## src/rtl/nnds_pkg.sv

```systemverilog
// shared types and constants of the nearest neighbor downscaler
// no dependencies
`timescale 1ns / 1ps
`default_nettype none

package nnds_pkg;

	localparam int PIX_W         = 8;
	localparam int SRC_SIDE_W    = 13;
	localparam int OUT_WIDTH_W   = 10;
	localparam int OUT_HEIGHT_W  = 9;
	localparam int CFG_DATA_W    = 13;
	localparam int CFG_INDEX_W   = 2;

	localparam int DEF_MAX_SOURCE_SIDE   = 4096;
	localparam int DEF_MAX_OUTPUT_WIDTH  = 512;
	localparam int DEF_MAX_OUTPUT_HEIGHT = 288;

	typedef enum logic [CFG_INDEX_W-1:0] {
		REG_SOURCE_WIDTH  = 2'd0,
		REG_SOURCE_HEIGHT = 2'd1,
		REG_OUTPUT_WIDTH  = 2'd2,
		REG_OUTPUT_HEIGHT = 2'd3
	} cfg_reg_t;

	// red in the lowest byte
	typedef struct packed {
		logic [PIX_W-1:0] alpha;
		logic [PIX_W-1:0] blue;
		logic [PIX_W-1:0] green;
		logic [PIX_W-1:0] red;
	} rgba_t;

endpackage

`default_nettype wire

```

## src/rtl/nnds_divider.sv

```systemverilog
// radix-2 restoring divider, one quotient bit per cycle
// standalone; used by the downscaler core for step size and remainder
`timescale 1ns / 1ps
`default_nettype none

module nnds_divider #(
	parameter int NW = 13,
	parameter int DW = 10
) (
	input  wire logic          clk,
	input  wire logic          arst_n,
	input  wire logic          start,
	input  wire logic [NW-1:0] dividend,
	input  wire logic [DW-1:0] divisor,
	output logic               busy,
	output logic [NW-1:0]      quotient,
	output logic [DW-1:0]      remainder
);

	localparam int CNW = $clog2(NW + 1);

	logic [NW-1:0]  work_q;
	logic [DW-1:0]  rem_q;
	logic [DW-1:0]  div_q;
	logic [CNW-1:0] cnt_q;
	logic           busy_q;
	logic [DW:0]    trial;
	logic [DW:0]    diff;
	logic           ge;

	assign trial = {rem_q, work_q[NW-1]};
	assign ge    = trial >= {1'b0, div_q};
	assign diff  = trial - {1'b0, div_q};

	// reset holds the result of 1 / 1
	always_ff @(posedge clk or negedge arst_n) begin
		if (!arst_n) begin
			work_q <= NW'(1);
			rem_q  <= '0;
			cnt_q  <= '0;
			busy_q <= 1'b0;
		end else if (start) begin
			work_q <= dividend;
			rem_q  <= '0;
			cnt_q  <= CNW'(NW);
			busy_q <= 1'b1;
		end else if (busy_q) begin
			work_q <= {work_q[NW-2:0], ge};
			rem_q  <= ge ? diff[DW-1:0] : trial[DW-1:0];
			cnt_q  <= cnt_q - CNW'(1);
			if (cnt_q == CNW'(1)) begin
				busy_q <= 1'b0;
			end
		end
	end

	always_ff @(posedge clk) begin
		if (start) begin
			div_q <= divisor;
		end
	end

	assign busy      = busy_q;
	assign quotient  = work_q;
	assign remainder = rem_q;

endmodule

`default_nettype wire

```

## src/rtl/nearest_neighbor_pixel_downscaler_core.sv

```systemverilog
// nearest neighbor downscaler: picks source pixels of a raster stream
// depends on nnds_pkg and nnds_divider
//
// usage
//   s_* : source pixels in raster order, one transfer per pixel
//   m_* : selected pixels, m_tlast marks the last pixel of the scaled frame
//   cfg_*: register writes (0 source width, 1 source height,
//          2 output width, 3 output height), always ready
// timing
//   an input transfer reaches the output through the input register, then the
//   result register; one pixel per cycle sustained while m_tready is high
// configuration
//   each write restarts two bit-serial dividers (step = side / out, with
//   remainder); after the write edge s_tready stays low while the write is
//   pending and while either divider is busy
//   write registers only with no frame data in flight
// reset
//   all sizes read as 1, all counters and accumulators cleared
// backpressure
//   the result register and the input register each hold one pixel; while
//   m_tready is low a selected pixel waits and the input side takes one more
//   pixel, then s_tready drops; unselected pixels still drain while stalled
//   unless a selected one is stuck behind the result register
`timescale 1ns / 1ps
`default_nettype none

module nearest_neighbor_pixel_downscaler_core
	import nnds_pkg::*;
#(
	parameter int MAX_SOURCE_SIDE   = DEF_MAX_SOURCE_SIDE,
	parameter int MAX_OUTPUT_WIDTH  = DEF_MAX_OUTPUT_WIDTH,
	parameter int MAX_OUTPUT_HEIGHT = DEF_MAX_OUTPUT_HEIGHT
) (
	input  wire logic                   clk,
	input  wire logic                   arst_n,
	// source pixel stream
	input  wire logic                   s_tvalid,
	output logic                        s_tready,
	input  wire logic [4*PIX_W-1:0]     s_tdata,   // red_in, green_in, blue_in, alpha_in
	// scaled pixel stream
	output logic                        m_tvalid,
	input  wire logic                   m_tready,
	output logic [4*PIX_W-1:0]          m_tdata,   // red_out, green_out, blue_out, alpha_out
	output logic                        m_tlast,   // frame_end
	// register write channel
	input  wire logic                   cfg_valid,
	output logic                        cfg_ready,
	input  wire logic [CFG_INDEX_W-1:0] cfg_index,
	input  wire logic [CFG_DATA_W-1:0]  cfg_data
);

	// effective side widths (hold the maximum itself)
	localparam int SSW = $clog2(MAX_SOURCE_SIDE + 1);
	localparam int OWW = $clog2(MAX_OUTPUT_WIDTH + 1);
	localparam int OHW = $clog2(MAX_OUTPUT_HEIGHT + 1);
	// position counters (hold the maximum index)
	localparam int SCW = $clog2(MAX_SOURCE_SIDE);
	localparam int OCW = (MAX_OUTPUT_WIDTH > 1) ? $clog2(MAX_OUTPUT_WIDTH) : 1;
	localparam int ORW = (MAX_OUTPUT_HEIGHT > 1) ? $clog2(MAX_OUTPUT_HEIGHT) : 1;

	// ---------------- configuration registers ----------------
	logic [SRC_SIDE_W-1:0]   src_w_q, src_h_q;
	logic [OUT_WIDTH_W-1:0]  out_w_q;
	logic [OUT_HEIGHT_W-1:0] out_h_q;
	logic                    cfg_xfer;
	logic                    pend_q;

	assign cfg_ready = 1'b1;
	assign cfg_xfer  = cfg_valid & cfg_ready;

	always_ff @(posedge clk or negedge arst_n) begin
		if (!arst_n) begin
			src_w_q <= SRC_SIDE_W'(1);
			src_h_q <= SRC_SIDE_W'(1);
			out_w_q <= OUT_WIDTH_W'(1);
			out_h_q <= OUT_HEIGHT_W'(1);
			pend_q  <= 1'b0;
		end else begin
			pend_q <= cfg_xfer;
			if (cfg_xfer) begin
				case (cfg_reg_t'(cfg_index))
					REG_SOURCE_WIDTH:  src_w_q <= cfg_data[SRC_SIDE_W-1:0];
					REG_SOURCE_HEIGHT: src_h_q <= cfg_data[SRC_SIDE_W-1:0];
					REG_OUTPUT_WIDTH:  out_w_q <= cfg_data[OUT_WIDTH_W-1:0];
					REG_OUTPUT_HEIGHT: out_h_q <= cfg_data[OUT_HEIGHT_W-1:0];
					default: ;
				endcase
			end
		end
	end

	// ---------------- effective sizes ----------------
	// zero counts as one, then clamp to the maximum, output clamped to source
	logic [SSW-1:0] sw_c, sh_c;
	logic [OWW-1:0] owl_c, ow_c;
	logic [OHW-1:0] ohl_c, oh_c;

	always_comb begin
		if (src_w_q == '0)
			sw_c = SSW'(1);
		else if (32'(src_w_q) > 32'(MAX_SOURCE_SIDE))
			sw_c = SSW'(MAX_SOURCE_SIDE);
		else
			sw_c = SSW'(src_w_q);

		if (src_h_q == '0)
			sh_c = SSW'(1);
		else if (32'(src_h_q) > 32'(MAX_SOURCE_SIDE))
			sh_c = SSW'(MAX_SOURCE_SIDE);
		else
			sh_c = SSW'(src_h_q);

		if (out_w_q == '0)
			owl_c = OWW'(1);
		else if (32'(out_w_q) > 32'(MAX_OUTPUT_WIDTH))
			owl_c = OWW'(MAX_OUTPUT_WIDTH);
		else
			owl_c = OWW'(out_w_q);
		ow_c = (32'(owl_c) > 32'(sw_c)) ? OWW'(sw_c) : owl_c;

		if (out_h_q == '0)
			ohl_c = OHW'(1);
		else if (32'(out_h_q) > 32'(MAX_OUTPUT_HEIGHT))
			ohl_c = OHW'(MAX_OUTPUT_HEIGHT);
		else
			ohl_c = OHW'(out_h_q);
		oh_c = (32'(ohl_c) > 32'(sh_c)) ? OHW'(sh_c) : ohl_c;
	end

	logic [SSW-1:0] sw_q, sh_q;
	logic [OWW-1:0] ow_q;
	logic [OHW-1:0] oh_q;

	always_ff @(posedge clk or negedge arst_n) begin
		if (!arst_n) begin
			sw_q <= SSW'(1);
			sh_q <= SSW'(1);
			ow_q <= OWW'(1);
			oh_q <= OHW'(1);
		end else begin
			sw_q <= sw_c;
			sh_q <= sh_c;
			ow_q <= ow_c;
			oh_q <= oh_c;
		end
	end

	// ---------------- step size dividers ----------------
	logic           col_busy, row_busy;
	logic [SSW-1:0] col_step, row_step;
	logic [OWW-1:0] col_frac;
	logic [OHW-1:0] row_frac;

	nnds_divider #(.NW(SSW), .DW(OWW)) u_col_div (
		.clk       (clk),
		.arst_n    (arst_n),
		.start     (pend_q),
		.dividend  (sw_c),
		.divisor   (ow_c),
		.busy      (col_busy),
		.quotient  (col_step),
		.remainder (col_frac)
	);

	nnds_divider #(.NW(SSW), .DW(OHW)) u_row_div (
		.clk       (clk),
		.arst_n    (arst_n),
		.start     (pend_q),
		.dividend  (sh_c),
		.divisor   (oh_c),
		.busy      (row_busy),
		.quotient  (row_step),
		.remainder (row_frac)
	);

	// ---------------- input register ----------------
	logic  valid_s1;
	rgba_t pix_s1;
	logic  out_free;
	logic  emit;
	logic  go_s1;
	logic  s_xfer;

	assign out_free = !m_tvalid || m_tready;
	// a pixel that is dropped never waits for the result register
	assign go_s1    = valid_s1 && (!emit || out_free);
	assign s_tready = !pend_q && !col_busy && !row_busy && (!valid_s1 || go_s1);
	assign s_xfer   = s_tvalid && s_tready;

	always_ff @(posedge clk or negedge arst_n) begin
		if (!arst_n) begin
			valid_s1 <= 1'b0;
		end else if (s_xfer) begin
			valid_s1 <= 1'b1;
		end else if (go_s1) begin
			valid_s1 <= 1'b0;
		end
	end

	always_ff @(posedge clk) begin
		if (s_xfer) begin
			pix_s1 <= rgba_t'(s_tdata);
		end
	end

	// ---------------- selection state ----------------
	logic [SCW-1:0] src_col_q, src_row_q;
	logic [OCW-1:0] out_col_q;
	logic [ORW-1:0] out_row_q;
	logic [SCW-1:0] col_tgt_q, row_tgt_q;
	logic [OWW-1:0] col_rem_q;
	logic [OHW-1:0] row_rem_q;

	logic           row_sel, row_end, frame_done, frame_end;
	logic [OWW:0]   col_acc;
	logic [OHW:0]   row_acc;
	logic           col_carry, row_carry;
	logic [SSW:0]   col_sum, row_sum;
	logic [OWW-1:0] col_rem_nxt;
	logic [OHW-1:0] row_rem_nxt;

	always_comb begin
		row_sel    = src_row_q == row_tgt_q;
		emit       = row_sel && (src_col_q == col_tgt_q);
		frame_end  = (OHW'(out_row_q) >= oh_q - OHW'(1))
			&& (OWW'(out_col_q) >= ow_q - OWW'(1));
		row_end    = SSW'(src_col_q) >= sw_q - SSW'(1);
		frame_done = SSW'(src_row_q) >= sh_q - SSW'(1);

		// target += side / outs, remainder += side % outs, carry on overflow
		col_acc     = {1'b0, col_rem_q} + {1'b0, col_frac};
		col_carry   = col_acc >= {1'b0, ow_q};
		col_rem_nxt = col_carry ? OWW'(col_acc - {1'b0, ow_q}) : col_acc[OWW-1:0];
		col_sum     = (SSW+1)'(col_tgt_q) + {1'b0, col_step} + (SSW+1)'(col_carry);

		row_acc     = {1'b0, row_rem_q} + {1'b0, row_frac};
		row_carry   = row_acc >= {1'b0, oh_q};
		row_rem_nxt = row_carry ? OHW'(row_acc - {1'b0, oh_q}) : row_acc[OHW-1:0];
		row_sum     = (SSW+1)'(row_tgt_q) + {1'b0, row_step} + (SSW+1)'(row_carry);
	end

	always_ff @(posedge clk or negedge arst_n) begin
		if (!arst_n) begin
			src_col_q <= '0;
			src_row_q <= '0;
			out_col_q <= '0;
			out_row_q <= '0;
			col_tgt_q <= '0;
			row_tgt_q <= '0;
			col_rem_q <= '0;
			row_rem_q <= '0;
		end else if (go_s1) begin
			if (!row_end) begin
				src_col_q <= src_col_q + SCW'(1);
				if (emit) begin
					col_tgt_q <= col_sum[SCW-1:0];
					col_rem_q <= col_rem_nxt;
					if (OWW'(out_col_q) < ow_q - OWW'(1)) begin
						out_col_q <= out_col_q + OCW'(1);
					end
				end
			end else begin
				// end of source row: column side restarts
				src_col_q <= '0;
				out_col_q <= '0;
				col_tgt_q <= '0;
				col_rem_q <= '0;
				if (frame_done) begin
					src_row_q <= '0;
					out_row_q <= '0;
					row_tgt_q <= '0;
					row_rem_q <= '0;
				end else begin
					src_row_q <= src_row_q + SCW'(1);
					if (row_sel) begin
						row_tgt_q <= row_sum[SCW-1:0];
						row_rem_q <= row_rem_nxt;
						if (OHW'(out_row_q) < oh_q - OHW'(1)) begin
							out_row_q <= out_row_q + ORW'(1);
						end
					end
				end
			end
		end
	end

	// ---------------- result register ----------------
	logic  m_valid_q;
	rgba_t m_pix_q;
	logic  m_last_q;

	always_ff @(posedge clk or negedge arst_n) begin
		if (!arst_n) begin
			m_valid_q <= 1'b0;
		end else if (go_s1 && emit) begin
			m_valid_q <= 1'b1;
		end else if (m_tready) begin
			m_valid_q <= 1'b0;
		end
	end

	always_ff @(posedge clk) begin
		if (go_s1 && emit) begin
			m_pix_q  <= pix_s1;
			m_last_q <= frame_end;
		end
	end

	assign m_tvalid = m_valid_q;
	assign m_tdata  = m_pix_q;
	assign m_tlast  = m_last_q;

endmodule

`default_nettype wire

```

## config.mk

```make
export PLATFORM = sky130hd
export DESIGN_NAME = nearest_neighbor_pixel_downscaler_core
export DESIGN_NICKNAME = d
export VERILOG_FILES = /design/src/rtl/nnds_pkg.sv /design/src/rtl/nnds_divider.sv /design/src/rtl/nearest_neighbor_pixel_downscaler_core.sv
export SDC_FILE = /design/constraint.sdc
export NUM_CORES = 1
export LEC_CHECK = 0
export BUFFER_PORTS_ARGS = -buffer_cell sky130_fd_sc_hd__buf_2
export CAP_MARGIN = 10
export CORE_MARGIN = 2
export CORE_UTILIZATION = 38
export CTS_CLUSTER_SIZE = 25
export DETAILED_ROUTE_END_ITERATION = 7
export GPL_TIMING_DRIVEN = 0
export HOLD_SLACK_MARGIN = 0.02
export SLEW_MARGIN = 20
export SYNTH_ARGS = -nofsm -noshare
export SYNTH_HDL_FRONTEND = slang
export SYNTH_SLANG_ARGS = --single-unit
export TNS_END_PERCENT = 1
```

## constraint.sdc

```tcl
create_clock -name clk -period 4.8 [get_ports clk]
set_input_delay 0.48 -clock clk [delete_from_list [all_inputs] [get_ports clk]]
set_output_delay 0.48 -clock clk [all_outputs]
set_load 0.02 [all_outputs]
```

## Yosys cells after proc, flatten, opt, wreduce, memory -nomap -nowiden

Cells that the tools add are included.
W data, S select, Z words.

| operators by class | value |
|---|---|
| add/subtract/negate cells | 20 |
| $mul | 0 |
| div/mod/pow operators | 0 |
| order comparisons | 16 |
| equal/unequal tests | 7 |
| shifts and indexed selects | 0 |
| muxes and demuxes | 52 |
| bitwise gates (word level) | 0 |
| reduce and logical (&&, ||, !) cells | 39 |

Operators by type and width:

| kind | number |
|---|---|
| $mux W9 | 15 |
| $mux W13 | 8 |
| $mux W10 | 9 |
| $mux W12 | 6 |
| $ge A12 B13 Y1 | 2 |
| $gt A13 B13 Y1 const B | 2 |
| $logic_not A13 Y1 | 2 |
| $sub A13 B1 Y13 const B | 2 |
| $add A12 B1 Y12 | 2 |
| $add A12 B1 Y12 const B | 2 |
| $add A12 B12 Y12 | 2 |
| $eq A12 B12 Y1 | 2 |
| $ge A11 B10 Y1 | 2 |
| $ge A10 B9 Y1 | 2 |
| $sub A10 B10 Y10 | 2 |
| $add A9 B1 Y9 const B | 2 |
| $sub A9 B9 Y9 | 2 |
| $mux W4 | 4 |
| $reduce_bool A2 Y1 | 8 |
| $gt A10 B13 Y1 | 1 |
| $gt A9 B13 Y1 | 1 |
| $reduce_and A2 Y1 | 6 |
| $add A10 B10 Y11 | 1 |
| $add A9 B9 Y10 | 1 |
| other kinds (21) | 48 |

| word-level totals | value |
|---|---|
| bits in registers | 317 |
| bits in latches | 0 |
| RAM bits | 0 |
| ROM bits | 0 |
| input port bits | 52 |
| output and inout bits | 36 |
| word-level logic and storage cells | 172 |
| memories kept | 0 |

## Depth between registers and ports, before layout

Gate-level depths: netlist (run 1).

| logic depth | value |
|---|---|
| word-level depth | 9 |
| gate-level depth with buffers | 25 |
| depth with buffers taken out | 24 |

## Modules after synthesis

A second synthesis (run 1) with hierarchy kept.

| second synthesis, totals | value |
|---|---|
| cell total of the unflattened synthesis | 1778 |
| area, all modules | 18532.8 µm² |

Modules (own cells, without submodules):

| module | times used | cells an instance | area each (µm²) | seq. area each (µm²) |
|---|---|---|---|---|
| nearest_neighbor_pixel_downscaler_core | 1 | 1364 | 14317.5 | 6416.2 |
| nnds_divider (u_row_div) | 1 | 212 | 2117.0 | 947.2 |
| nnds_divider (u_col_div) | 1 | 202 | 2098.3 | 1002.2 |

## Worst setup path after synthesis (run 1)

Ideal clock, no wire load.

| timing | value |
|---|---|
| kind | reg-to-reg |
| start point | register u_row_div.rem_q[0], in the netlist u_row_div.remainder[0] |
| end point | register row_tgt_q[10] |
| setup time | 122 ps |
| arrival time | 4923 ps |
| required time | 4678 ps |
| path slack | -245 ps |
| cell stages (with the launch flop) | 23 |
| buffers on the path | 1 |
| period minus slack after synthesis | 5045 ps |
| cells stage by stage | dfrtp_1 > ha_1 > fa_1 > a21o_1 > a21oi_1 > o21ai_0 > nor2_1 > xnor2_1 > ha_1 > and4_1 > nand4_1 > o211ai_1 > o21ba_2 > clkbuf_1 > fa_1 > fa_1 > nor2b_1 > o21ai_0 > a21o_1 > a311oi_1 > o21ai_0 > a21o_1 > a32o_1 |

| on the way | value |
|---|---|
| cells in the longest elaborated chain, start to end | 5 |

Ends and longest elaborated chain:

| element | RTL line | RTL |
|---|---|---|
| start: declaration | nnds_divider.sv:23 | `logic [DW-1:0] rem_q;` |
| start signal: assignment | nnds_divider.sv:49 | `rem_q <= ge ? diff[DW-1:0] : trial[DW-1:0];` |
| $add A9 B9 Y10 | nearest_neighbor_pixel_downscaler_core.sv:236 | `row_acc = {1'b0, row_rem_q} + {1'b0, row_frac};` |
| $ge A10 B9 Y1 | nearest_neighbor_pixel_downscaler_core.sv:237 | `row_carry = row_acc >= {1'b0, oh_q};` |
| $add A12 B1 Y12 | nearest_neighbor_pixel_downscaler_core.sv:239 | `row_sum = (SSW+1)'(row_tgt_q) + {1'b0, row_step} + (SSW+1)'(row_carry);` |
| $mux W12 | nearest_neighbor_pixel_downscaler_core.sv:275 | `if (row_sel) begin` |
| $mux W12 | nearest_neighbor_pixel_downscaler_core.sv:268 | `if (frame_done) begin` |
| end signal: assignment | nearest_neighbor_pixel_downscaler_core.sv:276 | `row_tgt_q <= row_sum[SCW-1:0];` |
| end: declaration | nearest_neighbor_pixel_downscaler_core.sv:210 | `logic [SCW-1:0] col_tgt_q, row_tgt_q;` |

No other way between the ends. The select of a mux whose other input is x is not followed.
A chain may end at the register's enable or synchronous reset.

## Worst setup path in the final report (run 1)

Ends and elaborated chain as after synthesis.

==> reports/summary.json, run 1 <==
{
  "slew_violations": 0,
  "maxSlewHeadroom_pct": 30.46,
  "fin_hold_ws_ns": 0.07705,
  "die_y_um": 224.8,
  "detail_route.wirelength_mm": 46.02,
  "yosysTopAreaCellShare_pct": 30.11,
  "worst_setup_hold_path_clk_slew_ns": 0.06,
  "grt_pass1_wl_mm": 73.84,
  "setup_viol": 0,
  "worstPathArrival_ns": 5.22,
  "cellPowerDensity_nw_per_um2": 437.0,
  "cellLeakagePower_nw": 9.743,
  "clk-insertion-delay-late_ns": 0.56,
  "postPlaceCellArea_um2": 19870,
  "dpl_worst_slack_ns": -0.8444,
  "post_synth_num_cell_types": 78,
  "final_non_filler_cells": 2581,
  "whs_endpoint": "pend_q",
  "worst_r2r_endpoint": "row_tgt_q[10]",
  "timing.rr.start": "u_row_div.remainder[0]",
  "dr_total_vias": 13780,
  "place.detailed.hpwl_mm": 34.74,
  "syn-num-nets": 1986,
  "synthesis_stage_register_bit_count": 317,
  "worst_ep_required_time_ns": 5.23,
  "clk_sinks": 317,
  "post_synth_main_area_contributors": "sky130_fd_sc_hd__dfrtp_1 30%, sky130_fd_sc_hd__edfxtp_1 14%, sky130_fd_sc_hd__ha_1 10%",
  "irDropWorstVdd_uv": 257.1,
  "mappedNetlistArea_um2": 18530,
  "cts_buffer_depth": 3,
  "outcome": "finished, final reports clean",
  "design.core.area_um2": 47950,
  "synth.yosys.warnings": 0,
  "ff2ff_setup_slack_ns": 0.01,
  "worstSetupStartpointType": "flop",
  "synthFlopType": "sky130_fd_sc_hd__dfrtp_1",
  "drtAntennaViolNets": 0,
  "cts_root_buf": "sky130_fd_sc_hd__clkbuf_16",
  "global_route.overflow_total": 0,
  "grt_antenna_before_repair": 2,
  "drive_above_1_share_pct": 17.04,
  "grt_start_max_net_pins": 93,
  "global_route.usage.total_pct": 18.38,
  "die-area_um2": 50550,
  "design.portCount": 88,
  "power.switching_fraction_pct": 33.57,
  "timing.critical_path.fanout_max": 2,
  "num_antenna_cells": 0,
  "ff2ff_path_depth": 20,
  "hold-path-cell-count": 1,
  "number_of_enable_flip_flop_cells_after_synthesis": 84,
  "layout-area-overhead-vs-synth_pct": 16.38,
  "power.switching_mw": 3.164,
  "port-buffer-count": 86,
  "hp-start": "cfg_valid",
  "synth_top_cell_by_area": "sky130_fd_sc_hd__dfrtp_1",
  "max_freq_mhz": 208.8,
  "maxCapViolCount": 0,
  "drt_pass1_iterations": 5,
  "syn-instance-count": 1774,
  "finClkSkew_ns": 0.03492,
  "finalCritPeriodShare_pct": 99.78,
  "mostFrequentLayoutCell": "sky130_fd_sc_hd__dfrtp_1",
  "commonest_cells_after_routing_fill_and_taps_aside": "218 x sky130_fd_sc_hd__dfrtp_1, 144 x sky130_fd_sc_hd__ha_1, 129 x sky130_fd_sc_hd__nand2_1",
  "post-route-cell-area_um2": 21570,
  "power.sequential.fraction_pct": 36.2,
  "critPathCaptureType": "flop",
  "std_cell_rows": 80,
  "first_global_vias": 13630,
  "ctsHtreeMaxLevel": 2,
  "sequential_share_of_the_synthesized_area_pct": 45.14,
  "max_slew.worst_pin.slew_ns": 1.043,
  "via_per_inst": 5.340,
  "grt_setup_unrepaired": "yes",
  "min_path_type": "in -> reg",
  "timing.setup.critical_path_class": "reg -> reg",
  "share_comb_of_total_power_pct": 33.5,
  "final_critical_path_setup_slack_ns": 0.01039,
  "initial_core_util_pct": 38.65,
  "die-width_um": 224.8,
  "placed_cells": 2481,
  "cts_tree": "done",
  "gp_congestion": 0.8673,
  "avgRoutedWirePerCell_um": 17.83,
  "power.clock.fraction_pct": 30.3,
  "period_needed_ns": 4.790,
  "finish.net_count": 2149,
  "avgSynthCellArea_um2": 10.45,
  "drt_iter0_drc": 873,
  "hold_viol": 0,
  "drc": 0,
  "ys_async_sr_fraction_pct": 73.50,
  "cts_buffers": 38,
  "p_int_mw": 6.261
}
cell usage after synthesis, types with 17 or more instances:
library cell,instances
sky130_fd_sc_hd__a211oi_1,24
sky130_fd_sc_hd__a21o_1,29
sky130_fd_sc_hd__a21oi_1,65
sky130_fd_sc_hd__a22o_1,17
sky130_fd_sc_hd__and3_1,22
sky130_fd_sc_hd__clkbuf_1,32
sky130_fd_sc_hd__dfrtp_1,223
sky130_fd_sc_hd__edfxtp_1,84
sky130_fd_sc_hd__ha_1,150
sky130_fd_sc_hd__inv_1,118
sky130_fd_sc_hd__mux2_2,65
sky130_fd_sc_hd__mux2i_1,56
sky130_fd_sc_hd__nand2_1,130
sky130_fd_sc_hd__nand2b_1,38
sky130_fd_sc_hd__nand3_1,40
sky130_fd_sc_hd__nand4_1,34
sky130_fd_sc_hd__nor2_1,93
sky130_fd_sc_hd__nor2b_1,40
sky130_fd_sc_hd__nor3_1,38
sky130_fd_sc_hd__nor4_1,27
sky130_fd_sc_hd__o21ai_0,110
sky130_fd_sc_hd__or3_1,19
sky130_fd_sc_hd__xnor2_1,82
sky130_fd_sc_hd__xor2_1,36
final cells by class:
cell class | count | area, um2
inverters | 118 | 442.9
fillers | 4407 | 26380
flip-flops and latches | 317 | 8372
plain buffers | 49 | 231.5
repair buffers | 124 | 779.5
multi-input cells | 1289 | 9739
well taps | 615 | 769.5
clock buffers | 55 | 1056
clock inverters | 14 | 176.4
power by group through the flow:
stage / combinational [mW] / clock, mW / sequential [mW]
after floorplan: 2.32 / 0 / 3.31
after global placement: 2.87 / 0 / 3.44
after detailed placement: 2.95 / 0 / 3.45
after CTS: 3.11 / 2.94 / 3.40
after global routing: 3.53 / 3.04 / 3.45
final: 3.16 / 2.85 / 3.41
routing by layer:
layer	part of all wire [%]	track usage [%]	vias up
li1	-	-	6751
met1	50	26.44	6680
met2	44	28.83	293
met3	4.0	2.469	59
met4	2.2	5.512	0
met5	0	0	-
state kept, by name, summed over array words and instances (netlist names), 10 cells and up:
| register | flops |
|---|---|
| m_tdata | 32 |
| pix_s1 | 32 |
| sh_q | 13 |
| src_h_q | 13 |
| src_w_q | 13 |
| sw_q | 13 |
| u_col_div.quotient | 13 |
| u_row_div.quotient | 13 |
| col_tgt_q | 12 |
| row_tgt_q | 12 |
| src_col_q | 12 |
| src_row_q | 12 |
| col_rem_q | 10 |
| out_w_q | 10 |
| ow_q | 10 |
| u_col_div.div_q | 10 |
| u_col_div.remainder | 10 |
cell families after synthesis:
family,count (synthesis),share of synthesized area [%]
other cells,1,0.02024
flops,317,45.14
mux,121,6.975
simple gates,531,14.82
xor+xnor,118,5.577
compound gates,358,12.64
buf+inv,168,3.619
fa+ha+maj,160,11.21
worst max path at each step:
stage | from | to | slack [ns] | depth (start not counted)
after detailed placement | u_col_div.remainder[0] | col_tgt_q[11] | -0.84 | 23
after CTS | u_row_div.remainder[1] | row_tgt_q[10] | -0.09 | 19
after global placement | arst_n | col_rem_q[4] | -1.03 | 1
after floorplan | u_row_div.remainder[0] | row_tgt_q[10] | -0.02 | 22
after global routing | u_row_div.remainder[0] | row_tgt_q[10] | -0.21 | 20
final | u_row_div.remainder[0] | row_tgt_q[10] | 0.01 | 20
worst max-delay path, cell delays in order, from the launching register on:
cell                       delay [ns]
sky130_fd_sc_hd__dfrtp_1         0.43
sky130_fd_sc_hd__ha_4            0.19
sky130_fd_sc_hd__fa_2            0.36
sky130_fd_sc_hd__a21o_1          0.17
sky130_fd_sc_hd__a21oi_2         0.16
sky130_fd_sc_hd__o21ai_2         0.09
sky130_fd_sc_hd__o41ai_2         0.33
sky130_fd_sc_hd__xnor2_1         0.15
sky130_fd_sc_hd__ha_1            0.33
sky130_fd_sc_hd__nand4_1         0.12
sky130_fd_sc_hd__o211ai_1        0.15
sky130_fd_sc_hd__o21ba_4         0.21
sky130_fd_sc_hd__fa_2            0.39
sky130_fd_sc_hd__fa_2            0.39
sky130_fd_sc_hd__nor2b_2         0.14
sky130_fd_sc_hd__o21ai_2         0.07
sky130_fd_sc_hd__a21o_1          0.18
sky130_fd_sc_hd__a311oi_2        0.29
sky130_fd_sc_hd__o21ai_2         0.12
sky130_fd_sc_hd__a21o_1          0.16
sky130_fd_sc_hd__a32o_1          0.23
repair_timing:
action / CTS / global route
hold endpoints to repair: 57 / 0
endpoints found under the setup margin: 14 / 10
hold buffers: 1 / 0
gates resized for setup: 37 / 20
setup buffers: 16 / 15
pin swaps: 20 / 31
through the flow:
stage	setup TNS [ns]	power, mW	utilization, %
floorplan	-0.01897	5.626	-
global placement	-253.65	6.314	41.20
detailed placement	-4.832	6.405	41.44
CTS	-0.08598	9.446	44.59
global route	-0.8401	10.01	44.98
finish	0	9.425	44.98
No activity file was read; power rests on OpenSTA's default activity.
==> run 2, diff against run 1 <==
Settings changed: RECOVER_POWER from default to 100.
==> run 2 against run 1 <==
Against the previous run: the flow now finishes with violations (max-capacitance violations, max-slew violations); sequential power hardly changed; global-route usage unchanged; clock skew down 0.0016 ns; maximum frequency rose by 0.25%; critical path depth did not move; worst hold slack improved by 0.029 ns; sequential share of layout area up 0.22 points; critical path type unchanged; largest power group unchanged.
==> reports/summary.json, run 2 (synthesized netlist as in run 1, its figures left out) <==
{
  "critPathBufInv": 0,
  "worstPathArrival_ns": 5.21,
  "num_antenna_cells": 0,
  "place.detailed.hpwl_mm": 34.74,
  "slew_violations": 61,
  "power.switching_mw": 3.160,
  "worst_ep_required_time_ns": 5.23,
  "die-width_um": 224.8,
  "clk-insertion-delay-late_ns": 0.56,
  "max_slew.worst_pin.slew_ns": 3.636,
  "fin_hold_ws_ns": 0.1062,
  "p_int_mw": 6.246,
  "grt_setup_unrepaired": "yes",
  "cts_root_buf": "sky130_fd_sc_hd__clkbuf_16",
  "period_needed_ns": 4.778,
  "global_route.usage.total_pct": 18.38,
  "drt_iter0_drc": 864,
  "worstSetupStartpointType": "flop",
  "worst_setup_hold_path_clk_slew_ns": 0.06,
  "power.switching_fraction_pct": 33.60,
  "mostFrequentLayoutCell": "sky130_fd_sc_hd__dfrtp_1",
  "layout-area-overhead-vs-synth_pct": 15.74,
  "global_route.overflow_total": 0,
  "design.portCount": 88,
  "die-area_um2": 50550,
  "grt_antenna_before_repair": 2,
  "gp_congestion": 0.8673,
  "design.core.area_um2": 47950,
  "min_path_type": "in -> reg",
  "max_freq_mhz": 209.3,
  "finish.net_count": 2149,
  "port-buffer-count": 86,
  "final_critical_path_setup_slack_ns": 0.02228,
  "finalCritPeriodShare_pct": 99.54,
  "avgRoutedWirePerCell_um": 17.87,
  "std_cell_rows": 80,
  "finClkSkew_ns": 0.03334,
  "drtAntennaViolNets": 0,
  "detail_route.wirelength_mm": 46.11,
  "grt_pass1_wl_mm": 73.84,
  "crit_family": "compound AO/OA/AOI/OAI gates",
  "ff2ff_setup_slack_ns": 0.02,
  "cellLeakagePower_nw": 9.609,
  "timing.critical_path.fanout_max": 2,
  "hp-start": "cfg_valid",
  "die_y_um": 224.8,
  "dr_total_vias": 13780,
  "cts_buffer_depth": 3,
  "via_per_inst": 5.337,
  "power.sequential.fraction_pct": 36.3,
  "timing.setup.critical_path_class": "reg -> reg",
  "drt_pass1_iterations": 5,
  "clk_sinks": 317,
  "drive_above_1_share_pct": 13.63,
  "power.clock.fraction_pct": 30.3,
  "commonest_cells_after_routing_fill_and_taps_aside": "218 x sky130_fd_sc_hd__dfrtp_1, 144 x sky130_fd_sc_hd__ha_1, 129 x sky130_fd_sc_hd__nand2_1",
  "share_comb_of_total_power_pct": 33.5,
  "worst_setup_path_startpoint": "u_row_div.remainder[0]",
  "grt_start_max_net_pins": 93,
  "drc": 0,
  "worst_path_max_delay_cell": "sky130_fd_sc_hd__dfrtp_1",
  "first_global_vias": 13630,
  "outcome": "finished with violations",
  "cts_tree": "done",
  "cellPowerDensity_nw_per_um2": 438.6,
  "final.fill_count": 4446,
  "dpl_worst_slack_ns": -0.8444,
  "cts_buffers": 38,
  "maxSlewHeadroom_pct": -142.4,
  "initial_core_util_pct": 38.65,
  "setup_viol": 0,
  "critical_path.cell_chain": "ha_4 > fa_2 > a21o_1 > a21oi_2 > o21ai_2 > o41ai_2 > xnor2_1 > ha_1 > nand4_1 > o211ai_1 > o21ba_4 > fa_2 > fa_2 > nor2b_2 > o21ai_2 > a21o_1 > a311oi_2 > o21ai_2 > a21o_1 > a32o_1",
  "maxCapViolCount": 1,
  "totalPowerFinal_mw": 9.407,
  "critPathCaptureType": "flop",
  "ctsHtreeMaxLevel": 2,
  "timing.rr.start": "u_row_div.remainder[0]",
  "failed_checks": "max-capacitance violations, max-slew violations",
  "crit_path_max_incr_delay_ns": 0.43,
  "irDropWorstVdd_uv": 255.5,
  "hold_viol": 0
}
-- run 2: changes by cell type in the layout (fill, tap and decap cells not counted), sizes merged --
cell,previous run,this run
buf,139,90
clkbuf,88,137
-- run 2: repair_timing --
item,in CTS,in global routing
hold endpoints to repair,57,0
hold buffers,1,0
endpoints found under the setup margin,14,10
pin swaps,20,31
buffers inserted,16,15
gates resized for setup,37,20
-- run 2: cell type report --
class                           instances  area (um2)  share of cell area, %
Inverter                              118       442.9                  2.065
Tap cell                              615       769.5                  3.588
Sequential cell                       317        8372                  39.03
Timing Repair Buffer                  124       691.9                  3.226
Buffer                                 49       220.2                  1.027
Clock buffer                           55        1056                  4.924
Clock inverter                         14       176.4                 0.8225
Multi-Input combinational cell       1289        9719                  45.32
-- run 2: per-layer routing --
layer / vias up / GRT usage, % / wire length, um
li1: 6750 / - / -
met1: 6686 / 26.44 / 22790
met2: 284 / 28.83 / 20360
met3: 56 / 2.469 / 2000
met4: 0 / 5.512 / 970
met5: - / 0 / 0
-- run 2: metrics by stage --
| step | instances | setup TNS [ns] | util, % | cell area (um2) |
|---|---|---|---|---|
| 2_1_floorplan | 1774 | -0.01897 | - | 18560 |
| 3_3_place_gp | 2475 | -253.65 | 41.20 | 19760 |
| 3_5_place_dp | 2481 | -4.832 | 41.44 | 19870 |
| 4_1_cts | 2566 | -0.08598 | 44.59 | 21380 |
| 5_1_grt | 2581 | -0.8410 | 44.73 | 21450 |
| 6_report | 2581 | 0 | 44.73 | 21450 |
-- run 2: power groups by stage --
stage / sequential [mW] / clock (mW) / combinational (mW)
3_5_place_dp: 3.45 / 0 / 2.95
3_3_place_gp: 3.44 / 0 / 2.87
6_report: 3.41 / 2.85 / 3.15
4_1_cts: 3.40 / 2.94 / 3.11
2_1_floorplan: 3.31 / 0 / 2.32
5_1_grt: 3.45 / 3.04 / 3.51
-- run 2: worst reg2reg max path, stage by stage, from the launching register on --
cell	delay [ns]
sky130_fd_sc_hd__dfrtp_1	0.43
sky130_fd_sc_hd__ha_4	0.19
sky130_fd_sc_hd__fa_2	0.36
sky130_fd_sc_hd__a21o_1	0.17
sky130_fd_sc_hd__a21oi_2	0.16
sky130_fd_sc_hd__o21ai_2	0.09
sky130_fd_sc_hd__o41ai_2	0.33
sky130_fd_sc_hd__xnor2_1	0.15
sky130_fd_sc_hd__ha_1	0.33
sky130_fd_sc_hd__nand4_1	0.12
sky130_fd_sc_hd__o211ai_1	0.15
sky130_fd_sc_hd__o21ba_4	0.21
sky130_fd_sc_hd__fa_2	0.39
sky130_fd_sc_hd__fa_2	0.39
sky130_fd_sc_hd__nor2b_2	0.13
sky130_fd_sc_hd__o21ai_2	0.07
sky130_fd_sc_hd__a21o_1	0.18
sky130_fd_sc_hd__a311oi_2	0.29
sky130_fd_sc_hd__o21ai_2	0.12
sky130_fd_sc_hd__a21o_1	0.16
sky130_fd_sc_hd__a32o_1	0.23
-- run 2: worst paths after layout --
| path | end | cells past startpoint |
|---|---|---|
| min | pend_q | 1 |
| max reg2reg | row_tgt_q[10] | 20 |
| max | row_tgt_q[10] | 20 |
| min in group asynchronous | u_row_div.remainder[3] | 2 |
| min reg2reg | m_tdata[0] | 0 |
| max in group asynchronous | u_row_div.remainder[1] | 2 |
